## src/rtl/laes_pkg.sv

```systemverilog
// Package with the item types, register indexes and mode codes of the engage sequencer.
package laes_pkg;

   // Input item of one control tick.
   typedef struct packed {
      logic signed [31:0] raw_position;
      logic               engage_press;
      logic               disengage_press;
      logic               sensor_level;
      logic               homing_done;
   } req_type;

   // Result item of one control tick.
   typedef struct packed {
      logic signed [31:0] velocity_command;
      logic [2:0]         mode;
   } rsp_type;

   // Configuration register indexes.
   localparam logic [2:0] REG_POSITION_OFFSET  = 3'd0;
   localparam logic [2:0] REG_ENGAGED_POSITION = 3'd1;
   localparam logic [2:0] REG_CLEARANCE        = 3'd2;
   localparam logic [2:0] REG_DRIVE_VELOCITY   = 3'd3;
   localparam logic [2:0] REG_MAX_TRIES        = 3'd4;
   localparam logic [2:0] REG_SPIN_UP_TICKS    = 3'd5;

   // Mode codes as seen on the result channel.
   localparam logic [2:0] MODE_UNHOMED_C     = 3'd0;
   localparam logic [2:0] MODE_DISENGAGED_C  = 3'd1;
   localparam logic [2:0] MODE_ENGAGING_C    = 3'd2;
   localparam logic [2:0] MODE_ENGAGED_C     = 3'd3;
   localparam logic [2:0] MODE_DISENGAGING_C = 3'd4;

   // Register reset values.
   localparam logic signed [31:0] ENGAGED_POSITION_RESET = 32'sd65536;
   localparam logic [15:0]        CLEARANCE_RESET        = 16'd3277;
   localparam logic [30:0]        DRIVE_VELOCITY_RESET   = 31'd65536;
   localparam logic [3:0]         MAX_TRIES_RESET        = 4'd1;
   localparam logic [7:0]         SPIN_UP_TICKS_RESET    = 8'd10;
   localparam logic [7:0]         WAIT_COUNT_RESET       = 8'd1;

endpackage

```

## src/rtl/lock_actuator_engage_sequencer_unit.sv

```systemverilog
// Top level of the lock actuator engage sequencer: input stage, mode logic and result register.
//
//   channel  ports                               direction  content
//   req      req_valid, req_stall, req_data      in         one control tick
//   rsp      rsp_valid, rsp_stall, rsp_data      out        velocity command and mode
//   csr      csr_write_enable, csr_index, _data  in         register writes, no read-back
//
// One item per cycle while rsp_stall is low; each item passes the input register, then the result register.
// The offset subtraction runs into the input register, the mode logic into the result register.
// Reset is synchronous and restores the configuration registers, the handshake flags and the sequencer state.
// A stalled result holds the result register; the input register then holds too
// and req_stall rises only while both are full.
module lock_actuator_engage_sequencer_unit (
   input  logic               clock,
   input  logic               reset,
   input  logic               req_valid,
   output logic               req_stall,
   input  laes_pkg::req_type  req_data,
   output logic               rsp_valid,
   input  logic               rsp_stall,
   output laes_pkg::rsp_type  rsp_data,
   input  logic               csr_write_enable,
   input  logic [2:0]         csr_index,
   input  logic [31:0]        csr_write_data
);

   typedef enum logic [2:0] {
      MODE_UNHOMED     = laes_pkg::MODE_UNHOMED_C,
      MODE_DISENGAGED  = laes_pkg::MODE_DISENGAGED_C,
      MODE_ENGAGING    = laes_pkg::MODE_ENGAGING_C,
      MODE_ENGAGED     = laes_pkg::MODE_ENGAGED_C,
      MODE_DISENGAGING = laes_pkg::MODE_DISENGAGING_C
   } mode_type;

   // Configuration registers.
   logic signed [31:0] position_offset_ff;
   logic signed [31:0] engaged_position_ff;
   logic [15:0]        clearance_ff;
   logic [30:0]        drive_velocity_ff;
   logic [3:0]         max_tries_ff;
   logic [7:0]         spin_up_ticks_ff;
   logic signed [32:0] threshold_ff;

   // Input stage.
   logic               in_valid_ff;
   logic               in_valid_in;
   logic signed [31:0] pos_ff;
   logic signed [31:0] pos_in;
   logic               eng_press_ff;
   logic               dis_press_ff;
   logic               sensor_ff;
   logic               homed_ff;
   logic signed [32:0] pos_diff;
   logic               accept;
   logic               advance;

   // Sequencer state.
   mode_type           mode_ff;
   mode_type           mode_in;
   logic signed [31:0] last_position_ff;
   logic signed [31:0] velocity_ff;
   logic signed [31:0] velocity_in;
   logic               engage_pending_ff;
   logic               engage_pending_in;
   logic               disengage_pending_ff;
   logic               disengage_pending_in;
   logic [3:0]         attempts_left_ff;
   logic [3:0]         attempts_left_in;
   logic [7:0]         wait_count_ff;
   logic [7:0]         wait_count_in;

   // Result register.
   logic               rsp_valid_ff;
   logic               rsp_valid_in;
   laes_pkg::rsp_type  rsp_data_ff;

   logic               still;
   logic               reached;
   logic               near_home;
   logic signed [31:0] vel_fwd;
   logic signed [31:0] vel_rev;
   logic [3:0]         tries_rem;

   // Register writes.
   always_ff @(posedge clock) begin
      if (reset) begin
         position_offset_ff  <= '0;
         engaged_position_ff <= laes_pkg::ENGAGED_POSITION_RESET;
         clearance_ff        <= laes_pkg::CLEARANCE_RESET;
         drive_velocity_ff   <= laes_pkg::DRIVE_VELOCITY_RESET;
         max_tries_ff        <= laes_pkg::MAX_TRIES_RESET;
         spin_up_ticks_ff    <= laes_pkg::SPIN_UP_TICKS_RESET;
      end else if (csr_write_enable) begin
         case (csr_index)
            laes_pkg::REG_POSITION_OFFSET:  position_offset_ff  <= $signed(csr_write_data);
            laes_pkg::REG_ENGAGED_POSITION: engaged_position_ff <= $signed(csr_write_data);
            laes_pkg::REG_CLEARANCE:        clearance_ff        <= csr_write_data[15:0];
            laes_pkg::REG_DRIVE_VELOCITY:   drive_velocity_ff   <= csr_write_data[30:0];
            laes_pkg::REG_MAX_TRIES:        max_tries_ff        <= csr_write_data[3:0];
            laes_pkg::REG_SPIN_UP_TICKS:    spin_up_ticks_ff    <= csr_write_data[7:0];
            default: ;
         endcase
      end
   end

   // The engaged threshold only changes with the registers, so it is kept precomputed.
   always_ff @(posedge clock) begin
      threshold_ff <= {engaged_position_ff[31], engaged_position_ff}
                      - $signed({17'd0, clearance_ff});
   end

   // Handshake: the mode logic moves on when the result register is free or drained.
   assign advance   = in_valid_ff && (!rsp_valid_ff || !rsp_stall);
   assign req_stall = in_valid_ff && rsp_valid_ff && rsp_stall;
   assign accept    = req_valid && !req_stall;

   // Offset position, saturated to the signed 32-bit range.
   always_comb begin
      pos_diff = {req_data.raw_position[31], req_data.raw_position}
                 - {position_offset_ff[31], position_offset_ff};
      if (pos_diff[32] != pos_diff[31]) begin
         pos_in = pos_diff[32] ? {1'b1, 31'd0} : {1'b0, {31{1'b1}}};
      end else begin
         pos_in = pos_diff[31:0];
      end
   end

   always_comb begin
      if (accept) begin
         in_valid_in = 1'b1;
      end else if (advance) begin
         in_valid_in = 1'b0;
      end else begin
         in_valid_in = in_valid_ff;
      end
      rsp_valid_in = advance || (rsp_valid_ff && rsp_stall);
   end

   // Input register payload.
   always_ff @(posedge clock) begin
      if (accept) begin
         pos_ff       <= pos_in;
         eng_press_ff <= req_data.engage_press;
         dis_press_ff <= req_data.disengage_press;
         sensor_ff    <= req_data.sensor_level;
         homed_ff     <= req_data.homing_done;
      end
   end

   // Position checks and velocity values.
   assign still     = (pos_ff == last_position_ff);
   assign reached   = ($signed({pos_ff[31], pos_ff}) >= threshold_ff);
   assign near_home = (pos_ff <= $signed({16'd0, clearance_ff}));
   assign vel_fwd   = $signed({1'b0, drive_velocity_ff});
   assign vel_rev   = -$signed({1'b0, drive_velocity_ff});
   assign tries_rem = (attempts_left_ff == 4'd0) ? 4'd0 : attempts_left_ff - 4'd1;

   // Mode logic for one tick.
   always_comb begin
      mode_in              = mode_ff;
      velocity_in          = velocity_ff;
      attempts_left_in     = attempts_left_ff;
      wait_count_in        = wait_count_ff;
      engage_pending_in    = engage_pending_ff
                             || (eng_press_ff && mode_ff == MODE_DISENGAGED);
      disengage_pending_in = disengage_pending_ff
                             || (dis_press_ff && mode_ff == MODE_ENGAGED);
      case (mode_ff)
         MODE_UNHOMED: begin
            if (homed_ff) begin
               mode_in     = MODE_DISENGAGED;
               velocity_in = '0;
            end
         end
         MODE_DISENGAGED: begin
            if (engage_pending_in) begin
               // A fresh request loads the attempt budget; a retry keeps it.
               if (attempts_left_ff == 4'd0) begin
                  attempts_left_in = (max_tries_ff == 4'd0) ? 4'd1 : max_tries_ff;
               end
               engage_pending_in = 1'b0;
               velocity_in       = vel_fwd;
               wait_count_in     = spin_up_ticks_ff;
               mode_in           = MODE_ENGAGING;
            end
         end
         MODE_ENGAGED: begin
            if (disengage_pending_in) begin
               disengage_pending_in = 1'b0;
               velocity_in          = vel_rev;
               mode_in              = MODE_DISENGAGING;
            end
         end
         MODE_ENGAGING: begin
            if (wait_count_ff == 8'd0) begin
               if (still) begin
                  if (reached) begin
                     velocity_in      = '0;
                     attempts_left_in = 4'd0;
                     mode_in          = MODE_ENGAGED;
                  end else begin
                     // Stalled short: back off, and retry while attempts remain.
                     velocity_in      = vel_rev;
                     mode_in          = MODE_DISENGAGING;
                     attempts_left_in = tries_rem;
                     if (tries_rem != 4'd0) begin
                        engage_pending_in = 1'b1;
                     end
                  end
               end
            end else begin
               wait_count_in = wait_count_ff - 8'd1;
            end
         end
         MODE_DISENGAGING: begin
            if (still && near_home && !sensor_ff) begin
               velocity_in = '0;
               mode_in     = MODE_DISENGAGED;
            end
         end
         default: ;
      endcase
   end

   // Sequencer state, handshake flags and the result register.
   always_ff @(posedge clock) begin
      if (reset) begin
         in_valid_ff          <= 1'b0;
         rsp_valid_ff         <= 1'b0;
         mode_ff              <= MODE_UNHOMED;
         last_position_ff     <= '0;
         velocity_ff          <= '0;
         engage_pending_ff    <= 1'b0;
         disengage_pending_ff <= 1'b0;
         attempts_left_ff     <= 4'd0;
         wait_count_ff        <= laes_pkg::WAIT_COUNT_RESET;
      end else begin
         in_valid_ff  <= in_valid_in;
         rsp_valid_ff <= rsp_valid_in;
         if (advance) begin
            mode_ff                      <= mode_in;
            last_position_ff             <= pos_ff;
            velocity_ff                  <= velocity_in;
            engage_pending_ff            <= engage_pending_in;
            disengage_pending_ff         <= disengage_pending_in;
            attempts_left_ff             <= attempts_left_in;
            wait_count_ff                <= wait_count_in;
            rsp_data_ff.velocity_command <= velocity_in;
            rsp_data_ff.mode             <= mode_in;
         end
      end
   end

   assign rsp_valid = rsp_valid_ff;
   assign rsp_data  = rsp_data_ff;

endmodule

```

## config.mk

```make
export PLATFORM = sky130hd
export DESIGN_NAME = lock_actuator_engage_sequencer_unit
export DESIGN_NICKNAME = d
export VERILOG_FILES = /design/src/rtl/laes_pkg.sv /design/src/rtl/lock_actuator_engage_sequencer_unit.sv
export SDC_FILE = /design/constraint.sdc
export NUM_CORES = 1
export LEC_CHECK = 0
export ABC_CLOCK_PERIOD_IN_PS = 4200
export BUFFER_PORTS_ARGS = -buffer_cell sky130_fd_sc_hd__buf_4
export CORE_MARGIN = 4
export CORE_UTILIZATION = 61
export DETAILED_ROUTE_END_ITERATION = 7
export HOLD_SLACK_MARGIN = 0.15
export PLACE_DENSITY_LB_ADDON = 0.2
export SETUP_SLACK_MARGIN = 0.5
export SYNTH_ARGS = -nofsm -noshare
export SYNTH_HDL_FRONTEND = slang
export SYNTH_SLANG_ARGS = --single-unit
```

## constraint.sdc

```tcl
create_clock -name clock -period 4.2 [get_ports clock]
set_input_delay 0.63 -clock clock [delete_from_list [all_inputs] [get_ports clock]]
set_output_delay 0.63 -clock clock [all_outputs]
set_load 0.1 [all_outputs]
```

---- Yosys cells after proc, flatten, opt, wreduce, memory -nomap -nowiden ----
Cells that the tools add are included.
operators by class
  multiplexer cells ....................... 37
  bitwise logic cells ..................... 1
  reduce and logical (&&, ||, !) cells .... 34
  equality and inequality tests ........... 16
  $lt $le $gt $ge ......................... 2
  add/subtract/negate cells ............... 5
operators by type and width
  operator               count
  $mux W32               9
  $pmux W32 S5           1
  $ge A32 B33 Y1         1
  $sub A32 B17 Y33       1
  $sub A32 B32 Y33       1
  $eq A32 B32 Y1         1
  $le A32 B17 Y1         1
  $neg A31 Y32           1
  $mux W4                7
  $mux W3                7
  $mux W8                2
  $pmux W8 S2            1
  $pmux W3 S5            1
  $reduce_and A2 Y1      7
  $eq A3 B2 Y1 const B   4
  $eq A3 B3 Y1 const B   3
  $logic_and A1 B1 Y1    9
  $logic_not A4 Y1       2
  $logic_not A8 Y1       1
  $ne A2 B2 Y1 const B   4
  $pmux W4 S2            1
  $sub A8 B1 Y8 const B  1
  $mux W1                7
  $eq A3 B1 Y1 const B   2
  12 further kinds       20
storage, ports and cells
  word-level logic and storage cells ...... 118
  bits of input ports ..................... 76
  register bits ........................... 310
  output and inout port bits .............. 37

---- Longest topological paths before layout ----
  depth after elaboration ................. 8
  gate-level depth with buffers ........... 14
  gate-level depth less buffers ........... 12

---- Least setup slack after synthesis ----
No wires, ideal clock.
  path kind ............................... register to register
  start ................................... register rsp_valid_ff (netlist: rsp_valid)
  end ..................................... register dis_press_ff, enable pin
  library setup time ...................... 0.433 ns
  arrival ................................. 3.150 ns
  required time ........................... 3.767 ns
  cell stages (with the launch flop) ...... 3
  path slack .............................. 0.617 ns
  path buffers ............................ 0
  clock period less this slack ............ 3.583 ns
  cell sequence ........................... dfxtp_1 and3_1 nor2b_1
between the ends
  longest elaborated chain between the ends .. 4
RTL lines
  element                            RTL line                                    source
  start: declaration                 lock_actuator_engage_sequencer_unit.sv:73   logic rsp_valid_ff;
  start signal: assignment           lock_actuator_engage_sequencer_unit.sv:239  rsp_valid_ff <= rsp_valid_in;
  $logic_and A1 B1 Y1 (2 in series)  lock_actuator_engage_sequencer_unit.sv:114  assign req_stall = in_valid_ff && rsp_valid_ff && rsp_stall;
  via req_stall                      lock_actuator_engage_sequencer_unit.sv:17   output logic req_stall,
  $logic_not A1 Y1                   lock_actuator_engage_sequencer_unit.sv:115  assign accept = req_valid && !req_stall;
  $logic_and A1 B1 Y1                lock_actuator_engage_sequencer_unit.sv:115
  via accept                         lock_actuator_engage_sequencer_unit.sv:54   logic accept;
  end signal: assignment             lock_actuator_engage_sequencer_unit.sv:144  dis_press_ff <= req_data.disengage_press;
  end: declaration                   lock_actuator_engage_sequencer_unit.sv:50   logic dis_press_ff;
The timed path passes the listed nets, and every way through them passes these cells.
A chain may end at the register's enable or synchronous reset.

---- Worst setup path after layout ----
  start ................................... register pos_ff[8]
  end ..................................... register attempts_left_ff[1]
between the ends
  longest elaborated chain between the ends .. 5
  elaborated cells between the ends (all ways) .. 8
  those cells by class .................... 1 x order compare; 2 x eq/ne; 4 x mux; 1 x reduce/logical
RTL lines
  element                   RTL line                                    source
  start: declaration        lock_actuator_engage_sequencer_unit.sv:47   logic signed [31:0] pos_ff;
  start signal: assignment  lock_actuator_engage_sequencer_unit.sv:142  pos_ff <= pos_in;
  $ge A32 B33 Y1            lock_actuator_engage_sequencer_unit.sv:152  assign reached = ($signed({pos_ff[31], pos_ff}) >= threshold_ff);
  $mux W4                   lock_actuator_engage_sequencer_unit.sv:197  if (reached) begin
  $mux W4                   lock_actuator_engage_sequencer_unit.sv:196  if (still) begin
  $mux W4                   lock_actuator_engage_sequencer_unit.sv:195  if (wait_count_ff == 8'd0) begin
  $pmux W4 S2               lock_actuator_engage_sequencer_unit.sv:168  case (mode_ff)
  end signal: assignment    lock_actuator_engage_sequencer_unit.sv:246  attempts_left_ff <= attempts_left_in;
  end: declaration          lock_actuator_engage_sequencer_unit.sv:67   logic [3:0] attempts_left_ff;
Parallel ways exist; a longest one is shown, timed or not. The select of a mux whose other input is x is not followed.

==> flow_metrics.py <==
metrics = {
    "cts": {
        "cts_root_buf": "clkbuf_16",
        "numCtsBuffers": 34,
        "cts_tree": "done",
        "clk_path_buf_depth": 3,
        "clk_pin_slew_ns": 0.06,
        "htreeDepth": 2,
        "postCtsHoldBufs": 0,
        "cts_sinks": 310,
        "clock_latency_ns": 0.52,
    },
    "yosys": {
        "synth_nets": 2103,
        "synth_cell_type_count": 75,
        "async_reset_ff_frac": 0,
        "synth_top_family_by_area": "compound AO/OA/AOI/OAI gates",
        "synth.area.mux_share": 0.00247,
        "syn_avg_cell_area_um2": 8.42,
        "ys_warn_count": 0,
        "yosysMostFrequentCell": "nand2_1",
        "synth_edf_count": 71,
        "synth_area_leaders": "dfxtp_1 (30%), edfxtp_1 (13%), nand2_1 (8.9%)",
        "ys_seq_area_frac": 0.427,
        "synth-compound-area-share": 0.201,
        "ys_seq_elements": 310,
        "syn-cell-area_um2": 16200,
        "synthAdderAreaFrac": 0.0832,
        "synth_area_leader_cell": "dfxtp_1",
        "syn_inst": 1926,
        "synth_common_cells": "nand2_1 (386), dfxtp_1 (239), a21oi_1 (225)",
        "synth_simple_gate_area_frac": 0.189,
        "ys.flop_type": "dfxtp_1",
        "synth_top_area_frac": 0.295,
        "yosys.area_share.xor_xnor": 0.0486,
    },
    "setup_path": {
        "cp.arrival_ns": 4.03,
        "cp_max_fo": 5,
        "critPathCaptureType": "flip-flop",
        "startpoint_type": "flip-flop",
        "criticalPathCategory": "flip-flop to flip-flop",
        "required_ns": 4.63,
    },
    "placement": {
        "place_congestion": 0.962,
        "hpwl_um": 31500,
        "io_buffers": 112,
        "place_ws_ns": 0.422,
    },
    "final_layout": {
        "antennaDiodeCount": 0,
        "drive_above_1_share": 0.110,
        "syn2layout_area_growth_pct": 14.3,
        "nNetsFinal": 2184,
    },
    "sta": {
        "rsz0062_at_grt": "true",
        "timing.final.ws_setup_ns": 0.607,
        "hold_violations": 0,
        "tightest_slew_ns": 1.17,
        "period_needed_ns": 3.59,
        "max-slew-margin-rel": 0.218,
        "setup_viol": 0,
        "skew_ns": 0.0258,
        "drv_slew": 0,
        "finalSetupTns_ns": 0,
        "fin_crit_sh": 0.856,
        "max_freq_mhz": 278,
    },
    "route": {
        "drt_drc_violations_left": 0,
        "first_pass_iters": 5,
        "drt_iter0_drc": 1479,
        "wl_um": 44000,
        "ant_nets": 0,
        "vias": 14500,
        "post_drt_wl_per_cell_um": 18.6,
        "vias_per_cell": 6.12,
    },
    "hold_path": {
        "min_path_type": "primary input to flip-flop",
    },
    "global_route": {
        "grt_start_max_net_pins": 61,
        "grt_pass1_vias": 13500,
        "grt_overflow": 0,
        "grt_usage": 0.294,
        "grt_pass1_wl_um": 69400,
        "antenna_found_initial": 0,
    },
    "floorplanning": {
        "core_area_um2": 26100,
        "rows": 59,
        "die_height_um": 171,
        "dieWidth_um": 171,
        "ioPinCount": 113,
        "start_util": 0.621,
        "die_area_um2": 29300,
    },
    "run": {
        "drv_cap": 0,
    },
    "pwr": {
        "power_density_nw_per_um2": 398,
        "peakVddDrop_v": 0.000350,
        "power_leakage_nw": 7.48,
    },
    "status": {
        "status": "finished, final reports clean",
    },
}
==> metrics by stage <==
stage               std cells  instance area (um^2)  power [mW]  hold slack [ns]  utilization
global placement         2300                 17300        4.46            0.440        0.663
global route             2365                 18500        7.67            0.288        0.709
finish                   2365                 18500        7.38            0.301        0.709
CTS                      2359                 18400        7.37            0.289        0.705
detailed placement       2300                 17300        4.49            0.442        0.663
floorplan                1926                 16200        4.13            0.425            -
==> cell families (layout without fill, tap and decap cells) <==
family                     count (synthesis)  in the layout
xor gates and xnor gates                  90             90
muxes                                      4              4
buffers and inverters                    213            317
DFF                                      310            310
and+or+nand+nor                          678            678
adders and majority gates                108            108
AOI/OAI and AO/OA                        523            523
==> layout by cell type (no fill, tap or decap), types with 7 or more instances in the layout <==
cell type,synthesis,layout
a211oi_1,14,14
a21o_1,48,48
a21oi_1,225,223
a221o_1,23,23
a22o_1,14,14
a22oi_1,9,9
a31oi_1,13,12
and2_1,11,10
and3_1,9,9
buf_4,0,140
clkbuf_1,82,8
clkbuf_16,0,38
dfxtp_1,239,239
edfxtp_1,71,71
ha_1,99,95
inv_1,115,115
maj3_1,7,7
nand2_1,386,386
nand2b_1,10,10
nand3_1,27,27
nand4_1,16,16
nor2_1,68,67
nor2b_1,16,15
nor3_1,59,58
nor4_1,21,21
o211ai_1,14,14
o21a_1,11,11
o21ai_0,93,91
o31ai_1,12,12
or2_2,7,7
or3_1,23,23
xnor2_1,41,40
xor2_1,49,49
==> sequential cells by signal (all words and copies together) (netlist names), 3 cells and up <==
register and count:
mode_ff 3, attempts_left_ff 4, rsp_data 35, threshold_ff 33, velocity_ff 32, last_position_ff 32
clearance_ff 16, engaged_position_ff 32, pos_ff 32, spin_up_ticks_ff 8, position_offset_ff 32, drive_velocity_ff 31
max_tries_ff 4, wait_count_ff 8
==> area by class of cell <==
class	count	area, um^2
fill	2038	7600
inverter	116	435
sequential	310	6920
multi-input combinational	1403	8590
clock buffer	50	1040
tap	335	419
timing repair buffer	142	1090
clock inverter	9	46.3
==> final timing paths <==
check / start / end / slack, ns / cells past startpoint
max reg2reg: pos_ff[8] / attempts_left_ff[1] / 0.61 / 10
min reg2reg: position_offset_ff[24] / position_offset_ff[24] / 0.45 / 2
max: pos_ff[8] / attempts_left_ff[1] / 0.61 / 10
min: req_data[1] / sensor_ff / 0.30 / 1
==> what timing repair did <==
action	in CTS	in global routing
buffers inserted	0	6
setup endpoints to repair	0	54
gates resized for setup	0	12
hold endpoints to repair	0	0
==> per-layer routing <==
layer  up-vias  GRT usage  share of wire
li1       6924          -              -
met1      6852      0.403           0.43
met2       579      0.475           0.46
met3       112     0.0464          0.079
met4         0      0.109          0.035
met5         -          0              0
==> where the power goes <==
group,switching (mW),internal [mW],total [mW],leakage (nW)
registers,0.142,3.20,3.34,2.58
logic,0.709,0.437,1.15,4.36
clock network,1.19,1.71,2.89,0.537
total,2.04,5.35,7.38,7.48
==> critical path, cell delays in order, from the launching register on <==
cell      delay, ns
edfxtp_1       0.51
ha_1           0.34
nand4_1        0.16
inv_1          0.06
a2111o_1       0.39
a2111o_1       0.44
and3_1         0.20
or3_4          0.36
or3_1          0.39
or4b_1         0.51
a31oi_1        0.15
Note: power is estimated with default switching activity, not from simulation.
